`config.mk`:
```
export PLATFORM = sky130hd
export DESIGN_NAME = efc_datapath
export DESIGN_NICKNAME = d
export VERILOG_FILES = /design/src/design/efc_pkg.sv /design/src/design/efc_datapath.sv
export SDC_FILE = /design/constraint.sdc
export NUM_CORES = 1
export LEC_CHECK = 0
export BUFFER_PORTS_ARGS = -buffer_cell sky130_fd_sc_hd__buf_2
export CAP_MARGIN = 5
export CORE_AREA = 3 3 124 185
export CTS_CLUSTER_DIAMETER = 50
export DETAILED_ROUTE_END_ITERATION = 10
export DIE_AREA = 0 0 127 188
export PLACE_DENSITY_LB_ADDON = 0.2
export RECOVER_POWER = 50
export SYNTH_ARGS = -nofsm -noshare
export SYNTH_HDL_FRONTEND = slang
export SYNTH_SLANG_ARGS = --single-unit
```
`constraint.sdc`:
```
create_clock -name clk -period 4.7 [get_ports clk]
set_input_delay 0.235 -clock clk [delete_from_list [all_inputs] [get_ports clk]]
set_output_delay 0.235 -clock clk [all_outputs]
set_load 0.03 [all_outputs]
```
`src/design/efc_pkg.sv`:
```
// types, constants and crc function for the encoder frame checker
package efc_pkg;

  localparam int ANGLE_FRAC_BITS = 16;

  localparam int BYTE_W    = 8;
  localparam int POS_W     = 18;
  localparam int MT_W      = 16;
  localparam int ANGLE_W   = 25;
  localparam int CODE_W    = 2;
  localparam int RES_W     = 19;
  localparam int COUNT_W   = 3;
  localparam int FRAME_W   = 40;
  localparam int DEG_W     = 9;
  localparam int PROD_W    = POS_W + DEG_W;
  localparam int NUM_W     = PROD_W + ANGLE_FRAC_BITS;
  localparam int DIV_CNT_W = $clog2(NUM_W);

  localparam logic [BYTE_W-1:0]  CRC_POLY     = 8'h97;
  localparam logic [BYTE_W-1:0]  STATUS_MASK  = 8'h02;
  localparam logic [BYTE_W-1:0]  CRC_INVERT   = 8'hFF;
  localparam int                 POS_SHIFT    = 6;
  localparam logic [DEG_W-1:0]   DEG_FULL     = 9'd360;
  localparam logic [RES_W-1:0]   RES_RESET    = 19'd262144;
  localparam logic [COUNT_W-1:0] LAST_DATA    = 3'd5;
  localparam logic [NUM_W-1:0]   ANGLE_FULL   = NUM_W'(DEG_FULL) << ANGLE_FRAC_BITS;

  localparam logic [CODE_W-1:0] CODE_OK     = 2'd0;
  localparam logic [CODE_W-1:0] CODE_CRC    = 2'd1;
  localparam logic [CODE_W-1:0] CODE_STATUS = 2'd2;

  typedef struct packed {
    logic [BYTE_W-1:0] rx_byte;
    logic              frame_start;
  } in_t;

  typedef struct packed {
    logic [POS_W-1:0]   position;
    logic [MT_W-1:0]    multiturn;
    logic [ANGLE_W-1:0] angle_q16;
    logic [CODE_W-1:0]  result_code;
    logic [BYTE_W-1:0]  computed_crc;
  } out_t;

  // controller to datapath
  typedef struct packed {
    logic take;
    logic div_step;
    logic load_out;
  } cmd_t;

  // datapath to controller
  typedef struct packed {
    logic final_byte;
  } status_t;

  // msb-first crc-8, one byte
  function automatic logic [BYTE_W-1:0] crc8_update(input logic [BYTE_W-1:0] crc,
                                                    input logic [BYTE_W-1:0] b);
    logic [BYTE_W-1:0] c;
    c = crc ^ b;
    for (int i = 0; i < BYTE_W; i++) begin
      if (c[BYTE_W-1]) begin
        c = (c << 1) ^ CRC_POLY;
      end else begin
        c = c << 1;
      end
    end
    return c;
  endfunction

endpackage

```
`src/design/efc_datapath.sv`:
```
// datapath: crc, frame assembly, restoring divider, result register
module efc_datapath import efc_pkg::*; (
  input  logic             clk,
  input  logic             rst,
  input  in_t              in_item,
  input  logic             cfg_we,
  input  logic [RES_W-1:0] cfg_wdata,
  input  cmd_t             cmd,
  output status_t          sts,
  output out_t             out_item
);

  logic [COUNT_W-1:0] byte_count;
  logic [BYTE_W-1:0]  crc_acc;
  logic [FRAME_W-1:0] frame_bytes;
  logic [RES_W-1:0]   resolution;

  logic [POS_W-1:0]   pos_r;
  logic [MT_W-1:0]    mt_r;
  logic [CODE_W-1:0]  code_r;
  logic [BYTE_W-1:0]  calc_r;
  logic [NUM_W-1:0]   num;
  logic [RES_W-1:0]   rem;

  logic [COUNT_W-1:0] count_eff;
  logic [BYTE_W-1:0]  crc_eff;
  logic [FRAME_W-1:0] frame_eff;
  logic [BYTE_W-1:0]  calc;
  logic [POS_W-1:0]   pos;
  logic [PROD_W-1:0]  prod;
  logic [CODE_W-1:0]  code;
  logic [RES_W:0]     trial;
  logic               q_bit;
  logic [NUM_W-1:0]   angle_sat;

  // frame_start restarts from a cleared frame
  assign count_eff = in_item.frame_start ? '0 : byte_count;
  assign crc_eff   = in_item.frame_start ? '0 : crc_acc;
  assign frame_eff = in_item.frame_start ? '0 : frame_bytes;

  assign sts.final_byte = (count_eff >= LAST_DATA);

  assign calc = crc_eff ^ CRC_INVERT;
  assign pos  = frame_eff[POS_SHIFT +: POS_W];
  assign prod = PROD_W'(pos) * PROD_W'(DEG_FULL);

  always_comb begin
    if (calc != in_item.rx_byte) begin
      code = CODE_CRC;
    end else if ((frame_eff[15:8] & STATUS_MASK) == '0) begin
      code = CODE_STATUS;
    end else begin
      code = CODE_OK;
    end
  end

  // one quotient bit per step
  assign trial = {rem, num[NUM_W-1]};
  assign q_bit = (trial >= {1'b0, resolution});

  assign angle_sat = (num > ANGLE_FULL) ? ANGLE_FULL : num;

  always_ff @(posedge clk) begin
    if (rst) begin
      byte_count  <= '0;
      crc_acc     <= '0;
      frame_bytes <= '0;
      resolution  <= RES_RESET;
    end else begin
      if (cfg_we) begin
        resolution <= cfg_wdata;
      end
      if (cmd.take) begin
        if (sts.final_byte) begin
          byte_count  <= '0;
          crc_acc     <= '0;
          frame_bytes <= '0;
        end else begin
          byte_count  <= count_eff + 1'b1;
          crc_acc     <= crc8_update(crc_eff, in_item.rx_byte);
          frame_bytes <= {frame_eff[FRAME_W-BYTE_W-1:0], in_item.rx_byte};
        end
      end
    end
  end

  always_ff @(posedge clk) begin
    if (cmd.take && sts.final_byte) begin
      pos_r  <= pos;
      mt_r   <= frame_eff[FRAME_W-1 -: MT_W];
      code_r <= code;
      calc_r <= calc;
      num    <= {prod, {ANGLE_FRAC_BITS{1'b0}}};
      rem    <= '0;
    end else if (cmd.div_step) begin
      num <= {num[NUM_W-2:0], q_bit};
      rem <= q_bit ? RES_W'(trial - {1'b0, resolution}) : trial[RES_W-1:0];
    end
    if (cmd.load_out) begin
      out_item.position     <= pos_r;
      out_item.multiturn    <= mt_r;
      out_item.angle_q16    <= (code_r == CODE_OK) ? angle_sat[ANGLE_W-1:0] : '0;
      out_item.result_code  <= code_r;
      out_item.computed_crc <= calc_r;
    end
  end

endmodule

```
==> results of run 1 <==
[worst min-delay path, stage by stage]
cell and delay (ns):
buf_2 0.13, nand3_1 0.08, a21oi_1 0.06
[cell usage in the layout, fill, tap and decap left out, types with 7 or more instances in the layout]
cell type,n
buf_4,11
nand3_1,67
inv_1,97
nor2b_1,46
buf_2,36
mux2i_1,39
and3_1,23
o21ai_0,53
fa_1,30
a31oi_1,17
xor2_1,25
nor4_1,14
and2_1,24
a211o_1,7
a21o_1,11
nand2_1,64
ha_1,59
dfxtp_1,108
xnor2_1,37
a22oi_1,22
nor3_1,20
edfxtp_1,137
clkbuf_16,25
a21oi_1,44
clkbuf_1,76
dlygate4sd3_1,24
nand2b_1,17
o21a_1,16
o31ai_1,9
or3_1,7
nor2_1,100
[Yosys cell counts (all sizes together) (20+ instances only)]
library cell	n	area (µm²)
nor3	20	100
clkbuf	44	165
and2	25	156
a21oi	44	220
nand3	67	335
and3	23	144
xor2	26	246
a22oi	22	165
edfxtp	137	4110
nor2	100	375
fa	30	601
inv	97	364
dfxtp	108	2160
nand2	65	244
xnor2	37	324
ha	59	738
mux2i	39	390
o21ai	57	285
nor2b	46	288
[layout make-up]
class	count	area (µm²)	area share, %
clock inverters	14	118	0.814
well taps	272	340	2.35
clock buffers	32	682	4.72
inverters	99	372	2.57
flip-flops and latches	245	6280	43.4
multi-input cells	826	5890	40.8
repair buffers	143	773	5.35
[power breakdown]
part / total (mW) / internal (mW) / switching [mW]
clock: 1.92 / 1.09 / 0.828
combinational: 1.95 / 0.816 / 1.13
sequential: 2.70 / 2.51 / 0.193
total: 6.57 / 4.42 / 2.16
[cells by family after synthesis]
logic type	after synthesis	share of synthesized area, %
xor+xnor	65	4.83
flops	245	49.2
mux	39	3.06
compound gates	228	11.8
buf+inv	156	4.71
fa+ha+maj	89	10.5
simple gates	405	15.9
[registers in the layout (all words and copies together) (netlist names), 8 cells and up]
register and flops:
out_item 69, num 43, calc_r 8, pos_r 18, rem 19, mt_r 16
crc_acc 8, resolution 19, frame_bytes 40
[layer usage]
metal,global-route usage [%],routed length [µm],vias up,part of all wire [%]
met3,2.39,964,81,3.5
met5,0,0,-,0
li1,-,-,4567,-
met2,43.4,15100,217,54
met1,25.9,10600,4448,38
met4,9.74,1210,0,4.3
[worst max-delay path by stage]
| stage | from | slack, ns | to |
|---|---|---|---|
| final | frame_bytes[9] | 0.37 | num[33] |
| after global routing | frame_bytes[7] | 0.08 | num[42] |
| after CTS | frame_bytes[9] | 0.40 | num[33] |
| after detailed placement | in_item[0] | 0.33 | num[42] |
| after global placement | in_item[0] | 0.44 | num[37] |
| after floorplan | in_item[0] | 0.44 | num[42] |
[per-stage QoR]
step / std cells / cell area, µm²
after floorplan: 1227 / 12800
after global placement: 1561 / 13500
after detailed placement: 1561 / 13500
after CTS: 1631 / 14600
after global routing: 1631 / 14500
final: 1631 / 14500
==> results.toml, run 1 <==
[setup_path]
crit_path_max_incr_delay_ns = 0.47
crit_path_frequent_cell = "inv_1"
crit_type = "reg -> reg"
reg2reg_slack_ns = 0.37
crit_buf_inv = 3
crit_path_start_kind = "flop"
cp-end-kind = "flop"
cp.depth = 15
critical_path_arrival_ns = 4.57
worstPathMaxFanout = 5
r2r_start = "frame_bytes[9]"
cp.required_ns = 4.94
cp_slowest_cell = "a221oi_1"
cpLargestDelayFamily = "compound AO/OA/AOI/OAI gates"
r2r_end = "num[33]"
crit_chain = "nor2b_1, nand2_1, inv_1, fa_1, inv_1, fa_1, inv_1, ha_1, and2_1, a221oi_1, a21oi_1, o211ai_1, nand3b_1, a211oi_1, o31ai_1"
ff2ff_path_depth = 15

[routing]
drt_iter0_markers = 408
drc = 0
post_drt_wl_per_cell_um = 17.1
drt_pass1_iterations = 6
vias_per_cell = 5.71
final_antenna_net_count = 0
drt-total-wl_um = 27900
num_vias = 9313

[sta]
max_freq_mhz = 231
final_max_slew_viol_count = 117
finClkSkew_ns = 0.0306
setup_ws_ns = 0.369
setup_viol = 0
hold_slack_ns = 0.0158
tightest_slew_ns = 3.32
setup-tns-final_ns = 0
period_share_pct = 92.1
hold_viol = 0
rsz0062_at_grt = "no"
fin_crit_ns = 4.33
relSlewSlack_pct = -121

[layout]
num_antenna_cells = 0
layout.nets = 1463
final_layout_size_suffix_gt1_share_pct = 6.99
area_growth_pct = 13.3
fill_cells = 1772
final_core_util_pct = 66.8

[clock_tree]
numCtsBuffers = 25
cts_root_buffer = "clkbuf_16"
clkTransAtPathRegs_ns = 0.06
insertion_delay_ns = 0.54
cts_resized = 0
cts_tree = "built"
postCtsHoldBufs = 24
clockBufferDepth = 3
cts_setup_buffers = 0
cts_max_level = 1
cts_sinks = 245

[synthesis]
syn_inst = 1227
synth-main-ff-cell = "edfxtp_1"
synthesis.area_mm2 = 0.0128
yosys_warnings = 0
ys_seq_area_share_pct = 49.2
synth-edff-count = 137
synthArstFlopShare_pct = 0
syn_avg_cell_area_um2 = 10.4
synthDistinctLibCells = 65
ys_ff_latch = 245
syn_nets = 1350

[place]
port_buffers = 103
dpl.hpwl_um = 19700
place_ws_ns = 0.331
place.gp.congestion = 0.855

[global_routing]
antenna_found_initial = 0
first_global_vias = 9269
grt_pass1_wl_um = 45000
grt_max_degree = 75
grt_usage_pct = 23.0
grt_overflow = 0

[die]
rows = 66
ios = 104
dieWidth_um = 127
die_area_mm2 = 0.0239
initial_core_util_pct = 59.0
die_h_um = 188
fp.coreArea_mm2 = 0.0216

[hold_path]
whs_path_depth = 3
hold_path.startpoint = "in_item[1]"
hold_path_end = "frame_bytes[0]"
min_path_type = "in -> reg"

[run_status]
outcome = "complete, but fails checks"
failed_checks = "capacitance limit, slew limit"

[power_and_ir_drop]
powerDensity_mw_per_mm2 = 455
total_power_mw = 6.57
ir_drop_v = 0.000385
p_leak_nw = 5.84

[flow_run]
drv_cap = 2
Power figures use the tool's default switching activity.
==> run 2, diff against run 1 <==
RECOVER_POWER = 100   (was 50)
==> run 2 against run 1 <==
Maximum frequency fell by 0.96%. Worst setup slack lost 0.042 ns. Clock skew increased by 0.00090 ns. Hold slack got worse by 0.0031 ns. Highest routed layer unchanged. Clock-buffer cell count is the same. Non-clock buffer count stayed put. Largest cell class unchanged. Total power about the same. Register-to-register slack worse by 0.04 ns. The run still ends with capacitance limit, slew limit left. Flip-flop and latch count is the same.
==> results.toml, run 2 (synthesis results as in run 1) <==
[clock_tree]
cts_resized = 0
cts_max_level = 1
insertion_delay_ns = 0.55
clockBufferDepth = 3
cts_setup_buffers = 0
numCtsBuffers = 25
postCtsHoldBufs = 24
cts_root_buffer = "clkbuf_16"
clkTransAtPathRegs_ns = 0.06
cts_tree = "built"
cts_sinks = 245

[layout]
final_layout_size_suffix_gt1_share_pct = 6.33
layout.nets = 1463
regMostFlops = "out_item"
layout_commonest_cell = "edfxtp_1"
seq_area_mm2 = 0.00628
mostFrequentLayoutCells = "edfxtp_1 (137), dfxtp_1 (108), nor2_1 (100), inv_1 (98), clkbuf_1 (82)"
area_growth_pct = 12.9
largest_reg_flops = 69
fill_cells = 1784
multiInputGateArea_mm2 = 0.00587
num_antenna_cells = 0
largest_registers = "out_item: 69 flops, num: 43 flops, frame_bytes: 40 flops"

[die]
die_area_mm2 = 0.0239
ios = 104
dieWidth_um = 127
die_h_um = 188
rows = 66
fp.coreArea_mm2 = 0.0216
initial_core_util_pct = 59.0

[flow_run]
drv_cap = 3

[global_routing]
grt_max_degree = 75
antenna_found_initial = 0
grt_usage_pct = 23.0
first_global_vias = 9269
grt_overflow = 0
grt_pass1_wl_um = 45000

[routing]
vias_per_cell = 5.72
drt_pass1_iterations = 5
drt-total-wl_um = 27900
drc = 0
final_antenna_net_count = 0
num_vias = 9323
post_drt_wl_per_cell_um = 17.1
drt_iter0_markers = 447

[sta]
finClkSkew_ns = 0.0315
tightest_slew_ns = 3.36
hold_viol = 0
fin_crit_ns = 4.37
setup_viol = 0
period_share_pct = 93.0
setup-tns-final_ns = 0
hold_slack_ns = 0.0127
relSlewSlack_pct = -124
max_freq_mhz = 229
rsz0062_at_grt = "no"
final_max_slew_viol_count = 117

[power_and_ir_drop]
cellInternalPower_mw = 4.41
powerDensity_mw_per_mm2 = 456
comb_power_share_pct = 29.5
ir_drop_v = 0.000385
swShare_pct = 32.8
clkPwrFrac_pct = 29.3
p_leak_nw = 5.80
power.switching_mw = 2.15
seqPwrFrac_pct = 41.2

[setup_path]
r2r_end = "num[33]"
crit_type = "reg -> reg"
worstPathMaxFanout = 5
critical_path_arrival_ns = 4.59
critical_path.endpoint = "num[33]"
crit_start = "frame_bytes[9]"
cp-end-kind = "flop"
crit_path_start_kind = "flop"
ff2ff_path_depth = 15
reg2reg_slack_ns = 0.33
cp.required_ns = 4.91
r2r_start = "frame_bytes[9]"

[run_status]
failed_checks = "capacitance limit, slew limit"
outcome = "complete, but fails checks"

[place]
port_buffers = 103
dpl.hpwl_um = 19700
place.gp.congestion = 0.855

[hold_path]
min_path_type = "in -> reg"
-- run 2: cell count changes in the layout (fill, tap and decap cells not counted), sizes merged --
cell	delta
buf	-10
clkbuf	+10
-- run 2: worst min-delay path by stage --
stage | endpoint | depth (start not counted) | startpoint
after floorplan | out_item[0] | 0 | cmd[0]
after global placement | out_item[51] | 0 | pos_r[0]
after detailed placement | out_item[37] | 0 | mt_r[2]
after CTS | frame_bytes[0] | 3 | in_item[1]
after global routing | frame_bytes[4] | 3 | in_item[5]
final | frame_bytes[0] | 3 | in_item[1]
-- run 2: area by class of cell --
| cell class | instances | area share (%) |
|---|---|---|
| Clock buffer | 32 | 4.73 |
| Clock inverter | 14 | 0.816 |
| Inverter | 99 | 2.58 |
| Multi-Input combinational cell | 826 | 40.8 |
| Sequential cell | 245 | 43.5 |
| Tap cell | 272 | 2.36 |
| Timing Repair Buffer | 143 | 5.21 |
-- run 2: worst max-delay path: stages, from the launching register on --
cell and delay, ns:
dfxtp_1 0.45, nor2b_1 0.37, nand2_1 0.18, inv_1 0.10, fa_1 0.41, inv_1 0.09
fa_1 0.41, inv_1 0.07, ha_1 0.27, and2_0 0.21, a221oi_1 0.47, a21oi_1 0.20
o211ai_1 0.25, nand3b_1 0.12, a211oi_1 0.33, o31ai_1 0.11
-- run 2: power by group through the flow --
stage / Combinational [mW] / Clock [mW] / Sequential, mW
finish: 1.94 / 1.92 / 2.70
global route: 2.15 / 2.03 / 2.74
CTS: 1.95 / 1.96 / 2.70
detailed placement: 1.92 / 0 / 2.74
global placement: 1.87 / 0 / 2.73
floorplan: 1.48 / 0 / 2.72
-- run 2: metal layers --
layer | up-vias | track usage (%) | share of wire [%]
li1 | 4565 | - | -
met1 | 4459 | 25.9 | 38
met2 | 220 | 43.4 | 54
met3 | 79 | 2.39 | 3.5
met4 | 0 | 9.74 | 4.2
met5 | - | 0 | 0
-- run 2: through the flow --
stage | cell area (µm²) | util, % | setup slack [ns] | instances | power [mW]
after floorplan | 12800 | - | 0.438 | 1227 | 4.21
final | 14400 | 66.6 | 0.327 | 1631 | 6.57
after global routing | 14400 | 66.6 | 0.0496 | 1631 | 6.92
after global placement | 13500 | 62.5 | 0.442 | 1561 | 4.61
after detailed placement | 13500 | 62.5 | 0.331 | 1561 | 4.66
after CTS | 14600 | 67.3 | 0.396 | 1631 | 6.60
==> run 3, diff against run 2 <==
CORE_AREA = 3 3 150 225   (was 3 3 124 185)
DIE_AREA = 0 0 153 228   (was 0 0 127 188)
==> run 3 against run 2 <==
The flow still finishes with violations (capacitance limit, slew limit). Sequential share of layout area fell by 0.94 points. Utilization fell by 20 points. Critical path depth unchanged. Hold slack better by 0.021 ns. First-iteration DRC count fell by 7.8%. Flip-flop and latch count unchanged. Largest power group unchanged.
==> results.toml, run 3 (synthesis results as in run 1) <==
[sta]
period_share_pct = 91.8
hold_slack_ns = 0.0342
hold_viol = 0
fin_crit_ns = 4.31
rsz0062_at_grt = "no"
finClkSkew_ns = 0.0107
setup-tns-final_ns = 0
final_max_slew_viol_count = 121
max_freq_mhz = 232
tightest_slew_ns = 2.54
setup_ws_ns = 0.387
relSlewSlack_pct = -69.0
setup_viol = 0

[power_and_ir_drop]
power.switching_mw = 2.15
comb_power_share_pct = 28.3
powerDensity_mw_per_mm2 = 462
p_leak_nw = 5.87
cellInternalPower_mw = 4.65
ir_drop_v = 0.000271
swShare_pct = 31.7
clkPwrFrac_pct = 32.1
seqPwrFrac_pct = 39.7

[setup_path]
cpLargestDelayFamily = "adder cells"
crit_path_start_kind = "flop"
worstPathMaxFanout = 5
crit_chain = "nor2b_1, ha_1, ha_1, inv_1, fa_1, inv_1, ha_1, a211o_1, a2111oi_0, buf_4, nor3_1, o21ai_0, a31oi_1, xnor2_1, o21ai_0"
cp.required_ns = 4.95
critical_path_arrival_ns = 4.56
crit_start = "frame_bytes[8]"
crit_type = "reg -> reg"
cp_slowest_cell = "fa_1"
r2r_start = "frame_bytes[8]"
crit_path_max_incr_delay_ns = 0.49
ff2ff_path_depth = 15
cp-end-kind = "flop"
reg2reg_slack_ns = 0.39
cp.depth = 15
crit_buf_inv = 3
crit_path_frequent_cell = "ha_1"
r2r_end = "num[42]"
critical_path.endpoint = "num[42]"

[layout]
fill_cells = 3037
largest_registers = "out_item: 69 flops, num: 43 flops, frame_bytes: 40 flops"
largest_reg_flops = 69
mostFrequentLayoutCells = "edfxtp_1 (137), dfxtp_1 (108), nor2_1 (100), inv_1 (98), clkbuf_1 (81)"
area_growth_pct = 15.4
layout_commonest_cell = "edfxtp_1"
final_core_util_pct = 46.1
final_layout_size_suffix_gt1_share_pct = 6.69
regMostFlops = "out_item"
fin_cells = 1771
layout.nets = 1464
num_antenna_cells = 0

[run_status]
outcome = "complete, but fails checks"
failed_checks = "capacitance limit, slew limit"

[die]
die_h_um = 228
rows = 80
ios = 104
initial_core_util_pct = 40.0
dieWidth_um = 153
die_area_mm2 = 0.0349
fp.coreArea_mm2 = 0.0319

[routing]
final_antenna_net_count = 0
num_vias = 9078
drt-total-wl_um = 29100
drt_iter0_markers = 412
vias_per_cell = 5.13
drt_pass1_iterations = 5
post_drt_wl_per_cell_um = 16.4
drc = 0

[place]
port_buffers = 103
place.gp.congestion = 0.872
dpl.hpwl_um = 21000
dp.cells = 1699
place_ws_ns = 0.317

[global_routing]
antenna_found_initial = 1
grt_pass1_wl_um = 46700
first_global_vias = 8948
grt_usage_pct = 16.2
grt_max_degree = 75
grt_overflow = 0

[clock_tree]
cts_root_buffer = "clkbuf_16"
clkTransAtPathRegs_ns = 0.07
cts_tree = "built"
insertion_delay_ns = 0.54
cts_sinks = 245
clockBufferDepth = 3
numCtsBuffers = 26
cts_setup_buffers = 0
cts_max_level = 1

[flow_run]
drv_cap = 4

[hold_path]
min_path_type = "in -> reg"
-- run 3: cell count changes in the layout (fill, tap and decap cells not counted), moves of 2 or more --
cell       before  now
clkinv_1        5    3
bufinv_16       1    5
and2_1          7    9
and2_0         18   16
buf_4           5    7
-- run 3: worst min path at each step --
stage                    start             end  slack, ns  cells past startpoint
detailed placement     mt_r[0]    out_item[35]       0.40                      0
finish              in_item[3]  frame_bytes[2]       0.03                      3
floorplan               cmd[0]     out_item[0]       0.35                      0
CTS                 in_item[3]  frame_bytes[2]       0.02                      3
global placement     calc_r[3]     out_item[3]       0.40                      0
global route        in_item[3]  frame_bytes[2]       0.04                      3
-- run 3: cell type report --
| type | count | area, µm² | share of cell area (%) |
|---|---|---|---|
| Multi-Input combinational cell | 826 | 5890 | 40.0 |
| Clock inverter | 17 | 230 | 1.56 |
| Timing Repair Buffer | 143 | 756 | 5.13 |
| Sequential cell | 245 | 6280 | 42.6 |
| Tap cell | 410 | 513 | 3.48 |
| Clock buffer | 31 | 689 | 4.68 |
| Inverter | 99 | 372 | 2.52 |
-- run 3: tightest hold or removal path: cells and delay by family --
family                 cells  cell delay [ns]
buffers and inverters      1             0.13
AOI/OAI and AO/OA          1             0.07
and+or+nand+nor            1             0.10
-- run 3: per-layer routing --
layer,up-vias,part of all wire (%),GRT usage [%],wire (µm)
met2,141,54,31.2,15800
met4,0,2.2,4.90,644
li1,4572,-,-,-
met5,-,0,0,0
met3,48,3.7,2.26,1080
met1,4317,40,18.5,11600
-- run 3: per-stage QoR --
| step | cell area, µm² | total power [mW] |
|---|---|---|
| 2_1_floorplan | 12800 | 4.21 |
| 3_3_place_gp | 13700 | 4.64 |
| 3_5_place_dp | 13700 | 4.66 |
| 4_1_cts | 14900 | 6.88 |
| 5_1_grt | 14700 | 7.19 |
| 6_report | 14700 | 6.80 |
-- run 3: power by group through the flow --
stage	Combinational [mW]	Sequential [mW]	Clock, mW
2_1_floorplan	1.48	2.72	0
3_3_place_gp	1.90	2.74	0
3_5_place_dp	1.92	2.74	0
4_1_cts	1.94	2.70	2.24
5_1_grt	2.13	2.74	2.32
6_report	1.92	2.70	2.18
-- run 3: repair_timing --
item | CTS | global route
resized for setup | 0 | 0
hold buffers | 24 | 0
endpoints found under the hold margin | 24 | 0
